File: src/rtl/msc_pkg.sv
// Types, constants and segment table for the marching squares cell block
package msc_pkg;

   localparam int unsigned QuoWidth   = 17;
   localparam int unsigned QueueDepth = 2;
   localparam int unsigned QPtrWidth  = $clog2(QueueDepth);
   localparam int unsigned QCntWidth  = $clog2(QueueDepth + 1);

   typedef logic signed [31:0] q16_type;

   localparam q16_type NoDataLevel = {1'b1, 31'b0};

   typedef enum logic [1:0] {
      EDGE_TOP    = 2'd0,
      EDGE_RIGHT  = 2'd1,
      EDGE_BOTTOM = 2'd2,
      EDGE_LEFT   = 2'd3
   } edge_code_type;

   typedef struct packed {
      q16_type [3:0] lev;
      q16_type [3:0] px;
      q16_type [3:0] py;
   } cell_type;

   typedef struct packed {
      q16_type lev_a;
      q16_type lev_b;
      q16_type pa_x;
      q16_type pa_y;
      q16_type pb_x;
      q16_type pb_y;
   } edge_type;

   typedef struct packed {
      logic     last;
      edge_type from_edge;
      edge_type to_edge;
   } seg_type;

   typedef struct packed {
      edge_code_type start_edge;
      edge_code_type end_edge;
      logic          last;
   } seg_plan_type;

   typedef struct packed {
      logic full;
      logic empty;
   } queue_status_type;

   typedef struct packed {
      logic [31:0]        den;
      logic [32:0]        rem;
      logic [QuoWidth-1:0] quo;
      q16_type            pa_x;
      q16_type            pa_y;
      logic signed [32:0] dx;
      logic signed [32:0] dy;
   } div_lane_type;

   function automatic seg_plan_type plan_segment(logic [3:0] mask, logic low_center,
                                                 logic second);
      seg_plan_type p;
      logic         flip;
      flip = (low_center == (mask == 4'd5));
      unique case (mask) inside
         4'd1, 4'd14: p = '{EDGE_LEFT, EDGE_TOP, 1'b1};
         4'd2, 4'd13: p = '{EDGE_TOP, EDGE_RIGHT, 1'b1};
         4'd3, 4'd12: p = '{EDGE_LEFT, EDGE_RIGHT, 1'b1};
         4'd4, 4'd11: p = '{EDGE_RIGHT, EDGE_BOTTOM, 1'b1};
         4'd6, 4'd9:  p = '{EDGE_TOP, EDGE_BOTTOM, 1'b1};
         4'd7, 4'd8:  p = '{EDGE_LEFT, EDGE_BOTTOM, 1'b1};
         4'd5, 4'd10: begin
            if (flip) begin
               if (second) p = '{EDGE_BOTTOM, EDGE_LEFT, 1'b1};
               else        p = '{EDGE_TOP, EDGE_RIGHT, 1'b0};
            end else begin
               if (second) p = '{EDGE_RIGHT, EDGE_BOTTOM, 1'b1};
               else        p = '{EDGE_LEFT, EDGE_TOP, 1'b0};
            end
         end
         default: p = '{EDGE_LEFT, EDGE_TOP, 1'b1};
      endcase
      return p;
   endfunction

endpackage

File: src/rtl/msc_front.sv
// Front end: holds one cell, classifies it and issues its segments
module msc_front (
   input  logic                      clock,
   input  logic                      reset,
   input  logic                      start,
   output logic                      busy,
   input  msc_pkg::cell_type         req_cell,
   input  msc_pkg::q16_type          threshold,
   input  msc_pkg::queue_status_type qstat,
   output logic                      push,
   output msc_pkg::seg_type          push_data
);
   import msc_pkg::*;

   cell_type     cell_ff, cell_in;
   logic         cell_vld_ff, cell_vld_in;
   logic         second_ff, second_in;
   logic [3:0]   mask;
   logic         no_data, skip, low_center, done, accept;
   logic [33:0]  lev_sum, thr4;
   seg_plan_type plan;

   function automatic edge_type make_edge(cell_type c, edge_code_type e);
      edge_type r;
      unique case (e)
         EDGE_TOP:    r = '{c.lev[0], c.lev[1], c.px[0], c.py[0], c.px[1], c.py[1]};
         EDGE_RIGHT:  r = '{c.lev[1], c.lev[2], c.px[1], c.py[1], c.px[2], c.py[2]};
         EDGE_BOTTOM: r = '{c.lev[2], c.lev[3], c.px[2], c.py[2], c.px[3], c.py[3]};
         EDGE_LEFT:   r = '{c.lev[3], c.lev[0], c.px[3], c.py[3], c.px[0], c.py[0]};
         default:     r = '{c.lev[0], c.lev[1], c.px[0], c.py[0], c.px[1], c.py[1]};
      endcase
      return r;
   endfunction

   always_comb begin
      no_data = 1'b0;
      for (int i = 0; i < 4; i++) begin
         mask[i] = ($signed(cell_ff.lev[i]) <= $signed(threshold));
         if (cell_ff.lev[i] == NoDataLevel) begin
            no_data = 1'b1;
         end
      end
      lev_sum = {{2{cell_ff.lev[0][31]}}, cell_ff.lev[0]}
              + {{2{cell_ff.lev[1][31]}}, cell_ff.lev[1]}
              + {{2{cell_ff.lev[2][31]}}, cell_ff.lev[2]}
              + {{2{cell_ff.lev[3][31]}}, cell_ff.lev[3]};
      thr4       = {threshold, 2'b00};
      low_center = ($signed(lev_sum) <= $signed(thr4));
      skip       = no_data || (mask == 4'd0) || (mask == 4'd15);
      plan       = plan_segment(mask, low_center, second_ff);
   end

   always_comb begin
      push        = cell_vld_ff && !skip && !qstat.full;
      done        = cell_vld_ff && (skip || (push && plan.last));
      busy        = cell_vld_ff && !done;
      accept      = start && !busy;
      push_data   = '{plan.last, make_edge(cell_ff, plan.start_edge),
                      make_edge(cell_ff, plan.end_edge)};
      cell_in     = accept ? req_cell : cell_ff;
      cell_vld_in = accept || (cell_vld_ff && !done);
      second_in   = accept ? 1'b0 : (push ? 1'b1 : second_ff);
   end

   always_ff @(posedge clock) begin
      if (reset) begin
         cell_vld_ff <= 1'b0;
         second_ff   <= 1'b0;
      end else begin
         cell_vld_ff <= cell_vld_in;
         second_ff   <= second_in;
      end
   end

   always_ff @(posedge clock) begin
      cell_ff <= cell_in;
   end

endmodule

File: config.mk
export PLATFORM = sky130hd
export DESIGN_NAME = msc_front
export DESIGN_NICKNAME = d
export VERILOG_FILES = /design/src/rtl/msc_pkg.sv /design/src/rtl/msc_front.sv
export SDC_FILE = /design/constraint.sdc
export NUM_CORES = 1
export LEC_CHECK = 0
export BUFFER_PORTS_ARGS = -buffer_cell sky130_fd_sc_hd__buf_2
export CAP_MARGIN = 20
export CORE_AREA = 2 2 314 316
export DETAILED_ROUTE_END_ITERATION = 16
export DIE_AREA = 0 0 316 318
export SYNTH_ARGS = -nofsm -noshare
export SYNTH_HDL_FRONTEND = slang
export SYNTH_SLANG_ARGS = --single-unit
File: constraint.sdc
create_clock -name clock -period 24.1 [get_ports clock]
set_input_delay 4.82 -clock clock [delete_from_list [all_inputs] [get_ports clock]]
set_output_delay 4.82 -clock clock [all_outputs]
set_load 0.005 [all_outputs]
==> reports/results.ini <==
[place]
dpl_worst_slack_ns=8.200
placed_area_um2=33810
globalplace.congestion=0.9968
io_buffers=806
dpl.hpwl_um=97920

[critical_path]
ff2ff_setup_slack_ns=17.44
slowest_stage=edfxtp_1
worstSetupStartpointType=flip-flop
required_ns=19.28
cp_common_cell=o21ai_0
rr_worst_depth=12
worstReg2RegStart=cell_ff[351]
critical_path_class=flip-flop to output pin
critPathMaxStageDelay_ns=0.77
cp-end-kind=output pin
r2r-end=cell_ff[7]
worstPathMaxFanout=147
crit_arrival_ns=11.33

[routing]
via_count=25360
drt-vias-per-instance=5.688
wl_per_cell_um=28.80
ant_nets=0
top_layer=met5
wl_met1_um=48270
drc=0
dr_wl_met2_um=59190
wl_met3_um=15480
routed_wl_um=128400
drt_first_pass_iters=8
drtIter0Drc=2940

[sta]
setup_violations=0
timing.final.ws_setup_ns=7.952
period_share_pct=67.00
max_freq_mhz=61.93
worst_pin_slew_ns=1.108
timing.setup.tns_ns=0
skew_ns=0.03810
period_minus_slack_ns=16.15
hold_viol=0
slew_headroom_pct=25.42
maxSlewViolCount=0
rsz0062_at_grt=no

[global_route]
antenna_found_initial=50
overflow=0
track_usage_pct=24.89
grt_pass1_vias=23700
grt_max_degree=158
grt_pass1_wl_um=179000

[final_layout]
finalInstanceArea_um2=35380
n_fill_cell=9687
drive_above_1_share_pct=35.78
nNetsFinal=3783
final_util_pct=36.32
syn_to_final_growth_pct=23.63

[die]
die_w_um=316
start_util_pct=29.38
fp.dieArea_um2=100500
fp.coreArea_um2=97410
die_height_um=318
row_count=115
io_pins=808

[clock_network]
cts_tree=done
cts_resized=0
clock_latency_ns=0.65
clk_pin_slew_ns=0.06
post_cts_buffers=0
numCtsBuffers=47
clk_path_buf_depth=3
clock-sinks=386
cts_root_buf=clkbuf_16
hold_buffers=0
htreeDepth=2

[yosys]
synth-async-reset-ratio_pct=0
synth_cells=2352
ys_ff_latch=386
synth_seq_area_share_pct=40.43
synth_edf_count=384
avgSynthCellArea_um2=12.17
synth_area_leaders=edfxtp_1, mux4_2, ha_1
yosysTopAreaCellShare_pct=40.29
syn-num-nets=3031
yosysWarnings=0
synth.distinct_cells=67
synth_top_area_cell=edfxtp_1
ys_top_cells_by_count=edfxtp_1, nand2_1, ha_1, mux4_2, inv_1
ys.flop_type=edfxtp_1
synth_most_common_cell=edfxtp_1
synthesis.area_um2=28620

[worst_hold_path]
hold_class=flip-flop to flip-flop
hold_depth=1
hp-start=second_ff
holdPathEnd=second_ff

[run_status]
outcome=completed

[flow_run]
cap_violations=0

[pwr]
ir_drop_uv=70.78
finalPower_mw=4.082
p_per_area_nw_per_um2=115.4
p_leak_nw=14.55

==> per-layer routing <==
metal,vias up,global-route usage (%)
li1,10790,-
met5,-,0
met2,1649,39.13
met3,276,7.584
met1,12630,32.11
met4,18,9.289
==> area by class of cell <==
cell class	count	area, um^2	share of cell area [%]
sequential	386	11570	32.70
clock inverter	26	272.8	0.7709
clock buffer	58	1217	3.441
tap	1287	1610	4.551
inverter	170	638.1	1.803
antenna	33	82.58	0.2334
multi-input combinational	1661	15690	44.35
timing repair buffer	838	4299	12.15
==> through the flow <==
step                      std cells  hold WS (ns)
after floorplan                2352        0.5485
after global placement         4342        0.7671
after detailed placement       4342        0.7541
after CTS                      4426        0.7665
after global routing           4445        0.7819
final                          4459        0.7888
==> logic make-up after synthesis <==
logic type               after synthesis  share of synthesized area, %
XOR/XNOR                              30                        0.9181
multiplexers                         309                         19.34
flip-flops                           386                         40.43
AND/OR/NAND/NOR                      488                         8.219
AO/OA/AOI/OAI                        576                         13.12
adder cells (fa/ha/maj)              258                         12.98
buffers and inverters                305                         4.984
==> critical path, delay by kind of cell (launching register included) <==
kind	cells	cell delay (ns)
AOI/OAI and AO/OA	14	4.18
and+or+nand+nor	6	2.04
adders and majority gates	5	1.94
buffers and inverters	4	1.45
DFF	1	0.77
xor gates and xnor gates	1	0.19
==> worst max path at each step <==
stage	start	end	cells after the start
4_1_cts	cell_ff[289]	push_data[198]	30
3_3_place_gp	threshold[31]	push_data[198]	16
2_1_floorplan	threshold[17]	cell_ff[0]	12
5_1_grt	cell_ff[289]	push_data[198]	30
6_report	cell_ff[257]	push_data[198]	30
3_5_place_dp	threshold[31]	push_data[198]	16
==> layout by cell type, fill, tap and decap left out, types with 15 or more instances in the layout <==
cell | netlist | final
and2_0 | 15 | 15
o21ai_0 | 61 | 61
nand3_1 | 31 | 31
and2_1 | 33 | 30
a211oi_1 | 64 | 64
mux2i_1 | 85 | 85
a21oi_1 | 162 | 162
diode_2 | 0 | 33
inv_1 | 170 | 170
mux4_2 | 192 | 192
nand4_1 | 40 | 40
nor4_1 | 37 | 37
clkbuf_16 | 0 | 47
ha_1 | 193 | 193
nand2_1 | 194 | 191
buf_4 | 14 | 30
mux2_1 | 29 | 29
buf_2 | 69 | 806
o221ai_1 | 31 | 31
fa_1 | 65 | 65
xnor2_1 | 20 | 20
nor2_1 | 83 | 82
o21ai_1 | 36 | 36
a31oi_1 | 20 | 20
a22oi_1 | 102 | 102
edfxtp_1 | 384 | 384
a21o_1 | 27 | 27
==> where the power goes <==
group          switching [mW]  internal [mW]  leakage [nW]
registers              0.0808          0.804          3.73
logic                    1.46           1.03          10.1
clock network           0.317          0.394         0.709
total                    1.85           2.23          14.5
==> registers in the layout, indices dropped and copies added (netlist names) <==
name,count
cell_ff,384
cell_vld_ff,1
second_ff,1
(Power assumes the default switching activity.)
