===== src/rtl/msc_pkg.sv =====
// Types, constants and segment table for the marching squares cell block
package msc_pkg;

   localparam int unsigned QuoWidth   = 17;
   localparam int unsigned QueueDepth = 2;
   localparam int unsigned QPtrWidth  = $clog2(QueueDepth);
   localparam int unsigned QCntWidth  = $clog2(QueueDepth + 1);

   typedef logic signed [31:0] q16_type;

   localparam q16_type NoDataLevel = {1'b1, 31'b0};

   typedef enum logic [1:0] {
      EDGE_TOP    = 2'd0,
      EDGE_RIGHT  = 2'd1,
      EDGE_BOTTOM = 2'd2,
      EDGE_LEFT   = 2'd3
   } edge_code_type;

   typedef struct packed {
      q16_type [3:0] lev;
      q16_type [3:0] px;
      q16_type [3:0] py;
   } cell_type;

   typedef struct packed {
      q16_type lev_a;
      q16_type lev_b;
      q16_type pa_x;
      q16_type pa_y;
      q16_type pb_x;
      q16_type pb_y;
   } edge_type;

   typedef struct packed {
      logic     last;
      edge_type from_edge;
      edge_type to_edge;
   } seg_type;

   typedef struct packed {
      edge_code_type start_edge;
      edge_code_type end_edge;
      logic          last;
   } seg_plan_type;

   typedef struct packed {
      logic full;
      logic empty;
   } queue_status_type;

   typedef struct packed {
      logic [31:0]        den;
      logic [32:0]        rem;
      logic [QuoWidth-1:0] quo;
      q16_type            pa_x;
      q16_type            pa_y;
      logic signed [32:0] dx;
      logic signed [32:0] dy;
   } div_lane_type;

   function automatic seg_plan_type plan_segment(logic [3:0] mask, logic low_center,
                                                 logic second);
      seg_plan_type p;
      logic         flip;
      flip = (low_center == (mask == 4'd5));
      unique case (mask) inside
         4'd1, 4'd14: p = '{EDGE_LEFT, EDGE_TOP, 1'b1};
         4'd2, 4'd13: p = '{EDGE_TOP, EDGE_RIGHT, 1'b1};
         4'd3, 4'd12: p = '{EDGE_LEFT, EDGE_RIGHT, 1'b1};
         4'd4, 4'd11: p = '{EDGE_RIGHT, EDGE_BOTTOM, 1'b1};
         4'd6, 4'd9:  p = '{EDGE_TOP, EDGE_BOTTOM, 1'b1};
         4'd7, 4'd8:  p = '{EDGE_LEFT, EDGE_BOTTOM, 1'b1};
         4'd5, 4'd10: begin
            if (flip) begin
               if (second) p = '{EDGE_BOTTOM, EDGE_LEFT, 1'b1};
               else        p = '{EDGE_TOP, EDGE_RIGHT, 1'b0};
            end else begin
               if (second) p = '{EDGE_RIGHT, EDGE_BOTTOM, 1'b1};
               else        p = '{EDGE_LEFT, EDGE_TOP, 1'b0};
            end
         end
         default: p = '{EDGE_LEFT, EDGE_TOP, 1'b1};
      endcase
      return p;
   endfunction

endpackage


===== src/rtl/msc_queue.sv =====
// Short segment queue between front and back end
module msc_queue (
   input  logic                      clock,
   input  logic                      reset,
   input  logic                      push,
   input  msc_pkg::seg_type          push_data,
   input  logic                      pop,
   output msc_pkg::seg_type          pop_data,
   output msc_pkg::queue_status_type qstat
);
   import msc_pkg::*;

   seg_type              entry_ff [QueueDepth];
   logic [QPtrWidth-1:0] wr_ptr_ff, wr_ptr_in, rd_ptr_ff, rd_ptr_in;
   logic [QCntWidth-1:0] count_ff, count_in;
   logic                 do_pop;

   always_comb begin
      qstat.empty = (count_ff == '0);
      qstat.full  = (count_ff == QCntWidth'(QueueDepth));
      do_pop      = pop && !qstat.empty;
      pop_data    = entry_ff[rd_ptr_ff];
      wr_ptr_in   = push ? QPtrWidth'((32'(wr_ptr_ff) + 1) % QueueDepth) : wr_ptr_ff;
      rd_ptr_in   = do_pop ? QPtrWidth'((32'(rd_ptr_ff) + 1) % QueueDepth) : rd_ptr_ff;
      count_in    = count_ff + QCntWidth'(push) - QCntWidth'(do_pop);
   end

   always_ff @(posedge clock) begin
      if (reset) begin
         wr_ptr_ff <= '0;
         rd_ptr_ff <= '0;
         count_ff  <= '0;
      end else begin
         wr_ptr_ff <= wr_ptr_in;
         rd_ptr_ff <= rd_ptr_in;
         count_ff  <= count_in;
      end
   end

   always_ff @(posedge clock) begin
      if (push) begin
         entry_ff[wr_ptr_ff] <= push_data;
      end
   end

endmodule


===== config.mk =====
export PLATFORM = sky130hd
export DESIGN_NAME = msc_queue
export DESIGN_NICKNAME = d
export VERILOG_FILES = /design/src/rtl/msc_pkg.sv /design/src/rtl/msc_queue.sv
export SDC_FILE = /design/constraint.sdc
export NUM_CORES = 1
export LEC_CHECK = 0
export ABC_AREA = 1
export BUFFER_PORTS_ARGS = -buffer_cell sky130_fd_sc_hd__buf_2
export CORE_AREA = 2 2 305 307
export DETAILED_ROUTE_END_ITERATION = 7
export DIE_AREA = 0 0 307 309
export PLACE_DENSITY = 0.54
export RECOVER_POWER = 100
export SYNTH_ARGS = -nofsm -noshare
export SYNTH_HDL_FRONTEND = slang
export SYNTH_SLANG_ARGS = --single-unit

===== constraint.sdc =====
create_clock -name clock -period 18.32 [get_ports clock]
set_input_delay 0.916 -clock clock [delete_from_list [all_inputs] [get_ports clock]]
set_output_delay 0.916 -clock clock [all_outputs]
set_load 0.01 [all_outputs]

==> reports/qor.yml, run 1 <==
clk_latency_ns: 0.64
start_kind: "input pin"
overflow: 0
hold_violations: 0
p_sw_w: 0.001133
drt-total-wl_mm: 69.65
hpwl_mm: 49.45
rows: 111
yosysMostFrequentCell: "edfxtp_1"
htreeDepth: 3
power_density_mw_per_mm2: 127.5
grt_pass1_vias: 15580
cts_resized: 0
syn_to_final_growth_pct: 24.40
cts_tree: "done"
cp_max_fo: 77
clk_pin_slew_ns: 0.06
worst-setup-path-type: "in2reg"
cp.arrival_ns: 10.61
yosys-top-cells-count: "edfxtp_1 (770), mux2_2 (353), buf_6 (40)"
cts_hold_buf: 0
max_slew.worst_pin.slew_ns: 5.001
die_height_um: 309
combinationalPowerShare_pct: 17.2
cts_inserted_buffers: 85
die_w_um: 307
crit_path_end_kind: "register"
initial_core_util_pct: 30.94
power.leakage_nw: 11.83
cts_root_buffer: "clkbuf_16"
fin_nets: 2461
post-cts-setup-buffers: 0
rsz0062_at_grt: "false"
coreArea_mm2: 0.09139
timing.final.max_slew_violations: 1023
period_minus_slack_ns: 10.35
finClkSkew_ns: 0.01861
synth-seq-cells: 775
synth_top_area_cell: "edfxtp_1"
clockBufferDepth: 3
status: "finished with violations"
dr.pass1.iters: 5
port_buffers: 775
switching_share_pct: 25.26
max_freq_mhz: 96.58
utilization_pct: 38.50
cp.required_ns: 18.57
hold_class: "in2reg"
synth.avg_cell_area_um2: 22.90
drive_gt1_share_pct: 32.74
clock-sinks: 775
via_per_inst: 4.413
fin_tns_setup_ns: 0
fp.dieArea_mm2: 0.09486
ys_types: 14
syn_area_mm2: 0.02828
syn_inst: 1235
avgRoutedWirePerCell_um: 20.93
ys_seq_area_share_pct: 82.12
grt_max_degree: 88
num_io_pins: 776
p_seq_share_pct: 46.8
vdd_ir_drop_max_uv: 80.40
drcViolationCount: 0
vias: 14687
yosys_warnings: 0
final.period_utilization_pct: 56.52
grt_antenna_before_repair: 7
drv_cap: 15
drtIter0Drc: 892
synth_edf_count: 770
grt_usage_pct: 13.84
violations: "max-capacitance violations, max-slew violations"
grt_pass1_wl_mm: 98.26
synth_top_area_share_pct: 81.77
finalSetupViolations: 0
worst_slew_margin_rel_pct: -233.4
worstHoldStart: "push_data[20]"
startpoint: "push"
whs_ns: 0.4618
synth_nets: 1626
globalplace.congestion: 0.8089
drtAntennaViolNets: 0
regToRegStartpoint: "wr_ptr_ff"
ys.flop_type: "edfxtp_1"
synthArstFlopShare_pct: 0
yosys-top-cells-area: "edfxtp_1 (82%), mux2_2 (14%), buf_6 (1.6%), mux2_4 (1.6%), dfxtp_1 (0.35%)"
internal_power_w: 0.003352
p_clk_share_pct: 36.0
## power groups by stage
| stage | sequential (W) | combinational [W] | clock, W |
|---|---|---|---|
| global placement | 0.00213 | 0.000818 | 0 |
| floorplan | 0.00216 | 0.000535 | 0 |
| detailed placement | 0.00213 | 0.000827 | 0 |
| finish | 0.00210 | 0.000773 | 0.00161 |
| CTS | 0.00209 | 0.000832 | 0.00167 |
| global route | 0.00211 | 0.000832 | 0.00173 |
## stage by stage
step                instances  worst slack [ns]  area (µm²)  power, W
finish                   3328             7.966       35180  0.004485
global route             3326             6.964       35170  0.004673
floorplan                1235            0.1374       28280  0.002692
detailed placement       3169             13.43       33310  0.002955
CTS                      3324             12.70       35950  0.004593
global placement         3169             13.56       33310  0.002944
## kinds of logic (layout without fill, tap and decap cells)
group | Yosys count | after routing | synth area share, %
other | 0 | 4 | 0
buffers and inverters | 53 | 956 | 1.779
AO/OA/AOI/OAI | 1 | 1 | 0.01768
flip-flops | 775 | 775 | 82.12
multiplexers | 385 | 385 | 15.73
adder cells (fa/ha/maj) | 2 | 2 | 0.08848
AND/OR/NAND/NOR | 19 | 19 | 0.2655
## cells in the final DEF, fill, tap and decap left out, drive strengths merged
cell type  Yosys  layout
a21oi          1       1
buf           43     289
bufinv         0       6
clkbuf         0     604
clkinv         0      40
clkinvlp       0       3
dfxtp          5       5
diode          0       4
edfxtp       770     770
ha             2       2
inv           10      14
mux2         385     385
nand2          6       6
nand3          2       2
nor2          10      10
nor3           1       1
## layer usage
metal	vias to the layer above	GRT usage [%]	routed length, µm
li1	6617	-	-
met1	7452	14.45	24470
met2	501	26.19	38500
met3	111	4.275	5006
met4	6	4.617	1637
met5	-	0	41
## layout make-up
type | instances | area [µm²]
flip-flops and latches | 775 | 23220
multi-input cells | 407 | 4452
inverters | 10 | 38.79
clock buffers | 102 | 2212
well taps | 1186 | 1484
clock inverters | 53 | 426.7
fillers | 8694 | 56210
repair buffers | 791 | 3333
diodes | 4 | 10.01
## final timing paths
kind	end	slack, ns	depth (start not counted)
min reg2reg	rd_ptr_ff	0.51	2
max reg2reg	entry_ff[1][126]	8.03	5
min	entry_ff[0][20]	0.46	1
max	entry_ff[1][126]	7.97	6
## state kept, by name, summed over array words and instances (netlist names), named ones only
name	count
entry_ff	770
count_ff	2
rd_ptr_ff	1
wr_ptr_ff	1
## worst max-delay path, stage by stage
cell and delay, ns:
clkbuf_1 0.16, nand2_1 0.09, clkinvlp_2 2.07, clkbuf_1 3.07, clkbuf_1 3.04, buf_4 1.01
Power figures use the tool's default switching activity.
==> run 2, diff against run 1 <==
Settings changed: ABC_AREA 1 to 0, PLACE_DENSITY 0.54 to 0.52.
Clock period 18.32 ns to 10.5 ns, I/O delays scaled along.
==> run 2 against run 1 <==
Against the previous run:
- the run still ends with max-capacitance violations, max-slew violations left
- worst setup slack got worse by 4.0 ns
- first-iteration DRC count increased by 8.0%
- largest power group unchanged
- sequential power increased by 77%
- hold slack got worse by 0.38 ns
- clock skew decreased by 0.0038 ns
- critical path depth decreased by 4
- register-to-register slack got worse by 4.0 ns
- clock power increased by 84%
- utilization increased by 0.21 points
- largest cell class unchanged
==> reports/qor.yml, run 2 <==
clock-sinks: 775
synth_top_family_by_area: "multiplexers"
synth_top_area_cell: "edfxtp_1"
worst_slew_margin_rel_pct: -186.5
synth_compound_area_share_pct: 0.02655
place_area_mm2: 0.03331
power.leakage_nw: 11.81
worst-setup-path-type: "reg2reg"
synthXorXnorAreaFrac_pct: 0.1106
hpwl_mm: 49.75
clk_pin_slew_ns: 0.06
synth_fa_ha_area_share_pct: 0.08850
dr.pass1.iters: 5
ys.flop_type: "edfxtp_1"
p_total_w: 0.007995
wl_met1_mm: 25.19
initial_core_util_pct: 30.94
highest_layer: "met5"
die_w_um: 307
hold_violations: 0
port_buffers: 775
combinationalPowerShare_pct: 16.6
drcViolationCount: 0
max_slew.worst_pin.slew_ns: 4.298
grt_antenna_before_repair: 21
timing.final.max_slew_violations: 401
cts_resized: 0
grt_max_degree: 159
cp.arrival_ns: 6.62
wl_met3_mm: 4.901
finalSetupViolations: 0
period_minus_slack_ns: 6.497
rsz0062_at_grt: "false"
drtAntennaViolNets: 0
yosys_warnings: 0
via_per_inst: 4.365
cts_inserted_buffers: 87
cp_max_fo: 157
synth_edf_count: 770
multi_input_area_mm2: 0.004476
cts_tree: "done"
drive_gt1_share_pct: 32.75
start_kind: "register"
finClkSkew_ns: 0.01480
p_seq_share_pct: 46.4
yosysMostFrequentCell: "edfxtp_1"
syn_area_mm2: 0.02828
seq_area_mm2: 0.02322
avgRoutedWirePerCell_um: 21.31
yosys-top-cells-count: "edfxtp_1 (770), mux2_2 (355), buf_6 (40)"
coreArea_mm2: 0.09139
status: "finished with violations"
yosys-top-cells-area: "edfxtp_1 (82%), mux2_2 (14%), buf_6 (1.6%), mux2_4 (1.6%), dfxtp_1 (0.35%)"
cp.required_ns: 10.63
synthArstFlopShare_pct: 0
die_height_um: 309
switching_share_pct: 25.30
ys_types: 15
internal_power_w: 0.005972
synth_top_area_share_pct: 81.77
vias: 14522
power_density_mw_per_mm2: 226.0
synth_nets: 1612
utilization_pct: 38.71
largestRegisters: "entry_ff x770, count_ff x2"
num_io_pins: 776
globalplace.congestion: 0.8380
vdd_ir_drop_max_uv: 145.6
syn_to_final_growth_pct: 25.09
ys_seq_area_share_pct: 82.13
grt_pass1_wl_mm: 98.44
layout_commonest_cell: "edfxtp_1"
p_sw_w: 0.002023
cts_root_buffer: "clkbuf_16"
final.period_utilization_pct: 61.88
fin_nets: 2446
drv_cap: 6
cts_hold_buf: 1
stdcell_area_mm2: 0.03537
synth.avg_cell_area_um2: 23.16
grt_pass1_vias: 15697
fp.dieArea_mm2: 0.09486
crit_path_end_kind: "register"
drt-total-wl_mm: 70.90
synth-seq-cells: 775
violations: "max-capacitance violations, max-slew violations"
fin_tns_setup_ns: 0
clk_latency_ns: 0.63
post-cts-setup-buffers: 0
fill_cells: 8671
synthSimpleGateAreaFrac_pct: 0.1637
clockBufferDepth: 3
grt_usage_pct: 14.08
drtIter0Drc: 963
hold_class: "in2reg"
max_freq_mhz: 153.9
largest_reg_flops: 770
wl_met2_mm: 37.97
overflow: 0
top_register: "entry_ff"
yosys-mux-area-fraction_pct: 15.81
rows: 111
p_clk_share_pct: 37.0
layout_common_cells: "edfxtp_1 (770), clkbuf_1 (539), mux2_2 (314), buf_2 (253), clkbuf_16 (87)"
htreeDepth: 3
syn_inst: 1221
==> run 2: cell types whose count changed after synthesis <==
cell / previous run / this run
nor2_1: 10 / 4
a21oi_1: 1 / 0
nor3_1: 1 / 0
inv_1: 10 / 2
nor2b_1: 0 / 4
xnor2_1: 0 / 1
xnor3_1: 0 / 1
nand2_1: 6 / 0
and2_1: 0 / 1
o21a_1: 0 / 1
nand3_1: 2 / 0
mux2_2: 353 / 355
==> run 2: final timing paths <==
kind / startpoint / end / slack (ns) / cells after the start
worst max-delay path: wr_ptr_ff / entry_ff[0][196] / 4.00 / 2
worst min-delay path: push_data[228] / entry_ff[1][228] / 0.08 / 1
worst max register to register: wr_ptr_ff / entry_ff[0][196] / 4.00 / 2
worst min register to register: wr_ptr_ff / wr_ptr_ff / 0.54 / 2
==> run 2: final cells by class <==
class / instances / area share [%]
sequential: 775 / 65.65
multi-input combinational: 401 / 12.65
timing repair buffer: 788 / 9.445
clock buffer: 105 / 6.346
tap: 1186 / 4.195
clock inverter: 54 / 1.574
antenna: 16 / 0.1132
inverter: 2 / 0.02122
==> run 2: stage by stage <==
stage               worst slack, ns  hold WS (ns)  cells
floorplan                    0.5782        0.5481   1221
global placement              6.588        0.5685   3151
detailed placement            6.494        0.5741   3151
CTS                           5.767     0.0001644   3311
global route                  3.432       0.02003   3326
finish                        4.003       0.08300   3327
==> run 2: worst max-delay path, stage by stage (launching register included) <==
cell and delay, ns:
dfxtp_1 0.32, nor2b_1 2.16, clkbuf_2 3.14
==> run 2: per-layer routing <==
metal / vias to the layer above / GRT usage, %
met5: - / 0
met4: 12 / 6.852
met3: 151 / 4.830
met2: 512 / 25.36
met1: 7259 / 14.62
li1: 6588 / -
==> run 2: cell families (layout without fill, tap and decap cells) <==
| family | count (synthesis) | after routing |
|---|---|---|
| compound gates | 1 | 1 |
| flops | 775 | 775 |
| other cells | 0 | 16 |
| simple gates | 9 | 9 |
| buf+inv | 45 | 949 |
| mux | 387 | 387 |
| fa+ha+maj | 2 | 2 |
| xor+xnor | 2 | 2 |
==> run 2: power by group through the flow <==
stage,logic [W],registers [W],clock network (W)
after floorplan,0.000952,0.00376,0
after detailed placement,0.00146,0.00377,0
after global routing,0.00143,0.00373,0.00317
after CTS,0.00147,0.00371,0.00306
after global placement,0.00145,0.00376,0
final,0.00133,0.00371,0.00296
==> run 3, diff against run 2 <==
Settings changed: PLACE_DENSITY 0.52 to 0.54.
Clock period 10.5 ns to 5.4 ns, I/O delays scaled along.
==> run 3 against run 2 <==
Against the previous run:
- the flow still finishes with violations (max-capacitance violations, max-slew violations)
- flip-flop and latch count did not move
- clock power rose by 88%
- first-iteration DRC count fell by 5.4%
- routed wire length rose by 0.72%
- utilization rose by 4.1 points
- combinational power rose by 110%
- critical endpoint is now entry_ff[1][249]
==> reports/qor.yml, run 3 (synthesis results as in run 2) <==
power.leakage_nw: 13.18
overflow: 0
cts_resized: 0
rows: 111
max_slew.worst_pin.slew_ns: 3.088
fin_nets: 2845
utilization_pct: 42.77
cts_root_buffer: "clkbuf_16"
worst_slew_margin_rel_pct: -105.9
path_delay_family: "simple AND/OR/NAND/NOR gates"
via_per_inst: 4.341
start_kind: "register"
cp.arrival_ns: 4.15
largestRegisters: "entry_ff x770, count_ff x2"
fp.dieArea_mm2: 0.09486
hold_violations: 0
violations: "max-capacitance violations, max-slew violations"
cp_max_fo: 53
dr.pass1.iters: 4
rsz0062_at_grt: "false"
cts_inserted_buffers: 84
grt_pass1_vias: 17472
cts_tree: "done"
grt-busiest-layer: "met2"
syn_to_final_growth_pct: 38.22
hold_depth: 3
cpMaxStageDelayCell: "and2_1"
grt_antenna_before_repair: 3
cts_hold_buf: 387
grt.met2_usage_pct: 26.49
clk_latency_ns: 0.65
place_area_mm2: 0.03351
port_buffers: 775
r2r_cells: 2
drv_cap: 7
crit_path_end_kind: "register"
die_w_um: 307
avgRoutedWirePerCell_um: 19.24
stdcell_area_mm2: 0.03908
hpwl_mm: 48.86
drt-total-wl_mm: 71.41
final.period_utilization_pct: 72.27
worst_path_largest_cell_delay_ns: 2.25
drtIter0Drc: 911
cp.required_ns: 5.65
hold_class: "in2reg"
finClkSkew_ns: 0.02534
status: "finished with violations"
grt_usage_pct: 14.23
layout_common_cells: "edfxtp_1 (770), clkbuf_1 (630), dlygate4sd3_1 (387), mux2_2 (336), buf_2 (165)"
power_density_mw_per_mm2: 398.9
drtAntennaViolNets: 0
initial_core_util_pct: 30.94
clockBufferDepth: 3
drcViolationCount: 0
timing.final.max_slew_violations: 384
vias: 16110
finalSetupViolations: 0
crit_cells: 2
worst-setup-path-type: "reg2reg"
cp_num_buf_inv: 1
coreArea_mm2: 0.09139
die_height_um: 309
clk_pin_slew_ns: 0.06
drive_gt1_share_pct: 25.50
htreeDepth: 3
vdd_ir_drop_max_uv: 290.9
grt_pass1_wl_mm: 102.1
globalplace.congestion: 0.7996
period_minus_slack_ns: 3.902
largest_reg_flops: 770
num_io_pins: 776
post-cts-setup-buffers: 0
clock-sinks: 775
grtUsageMet1_pct: 14.53
path_cells: "and2_1, clkbuf_1"
met3_usage_pct: 4.248
layout_commonest_cell: "edfxtp_1"
grt_max_degree: 131
max_freq_mhz: 256.3
top_register: "entry_ff"
## run 3: changes by cell type in the layout (fill, tap and decap cells not counted), moves of 7 or more
cell           previous run  this run
dlygate4sd3_1             1       387
clkbuf_1                539       630
buf_2                   253       165
mux2_2                  314       336
mux2_1                   71        50
diode_2                  16         3
clkbuf_2                  1        11
clkinv_2                  9        16
## run 3: stage by stage
stage	cells	setup slack [ns]	hold slack (ns)	setup TNS [ns]	total power, W
floorplan	1221	-1.055	0.3350	-406.06	0.009124
global placement	3167	2.908	0.4571	0	0.01015
detailed placement	3167	2.848	0.4614	0	0.01018
CTS	3708	2.177	0.01488	0	0.01603
global route	3710	1.128	0.05758	0	0.01621
finish	3711	1.498	0.07419	0	0.01559
## run 3: cell type report
cell class / count / area, µm²
inverters: 2 / 7.507
clock inverters: 52 / 456.7
fillers: 8390 / 52300
multi-input cells: 401 / 4479
flip-flops and latches: 775 / 23230
diodes: 3 / 7.507
repair buffers: 1190 / 7201
well taps: 1186 / 1484
clock buffers: 102 / 2222
## run 3: metal layers
metal	up-vias	wire length, µm	part of all wire (%)
li1	7379	-	-
met1	8014	25160	35
met2	546	38410	54
met3	169	4847	6.8
met4	2	2972	4.2
met5	-	13	0.018
## run 3: path summary, 6_finish.rpt
| check | startpoint | end | slack, ns |
|---|---|---|---|
| max reg2reg | wr_ptr_ff | entry_ff[1][249] | 1.50 |
| min reg2reg | wr_ptr_ff | wr_ptr_ff | 0.59 |
| max | wr_ptr_ff | entry_ff[1][249] | 1.50 |
| min | pop | rd_ptr_ff | 0.07 |
## run 3: where the power goes
group	switching [W]	internal (W)
sequential	0.000138	0.00705
clock	0.00229	0.00327
combinational	0.00155	0.00129
total	0.00398	0.0116
## run 3: worst min-delay path, delay by kind of cell
family	cells	cell delay [ns]
buf+inv	1	0.09
compound gates	1	0.17
mux	1	0.16
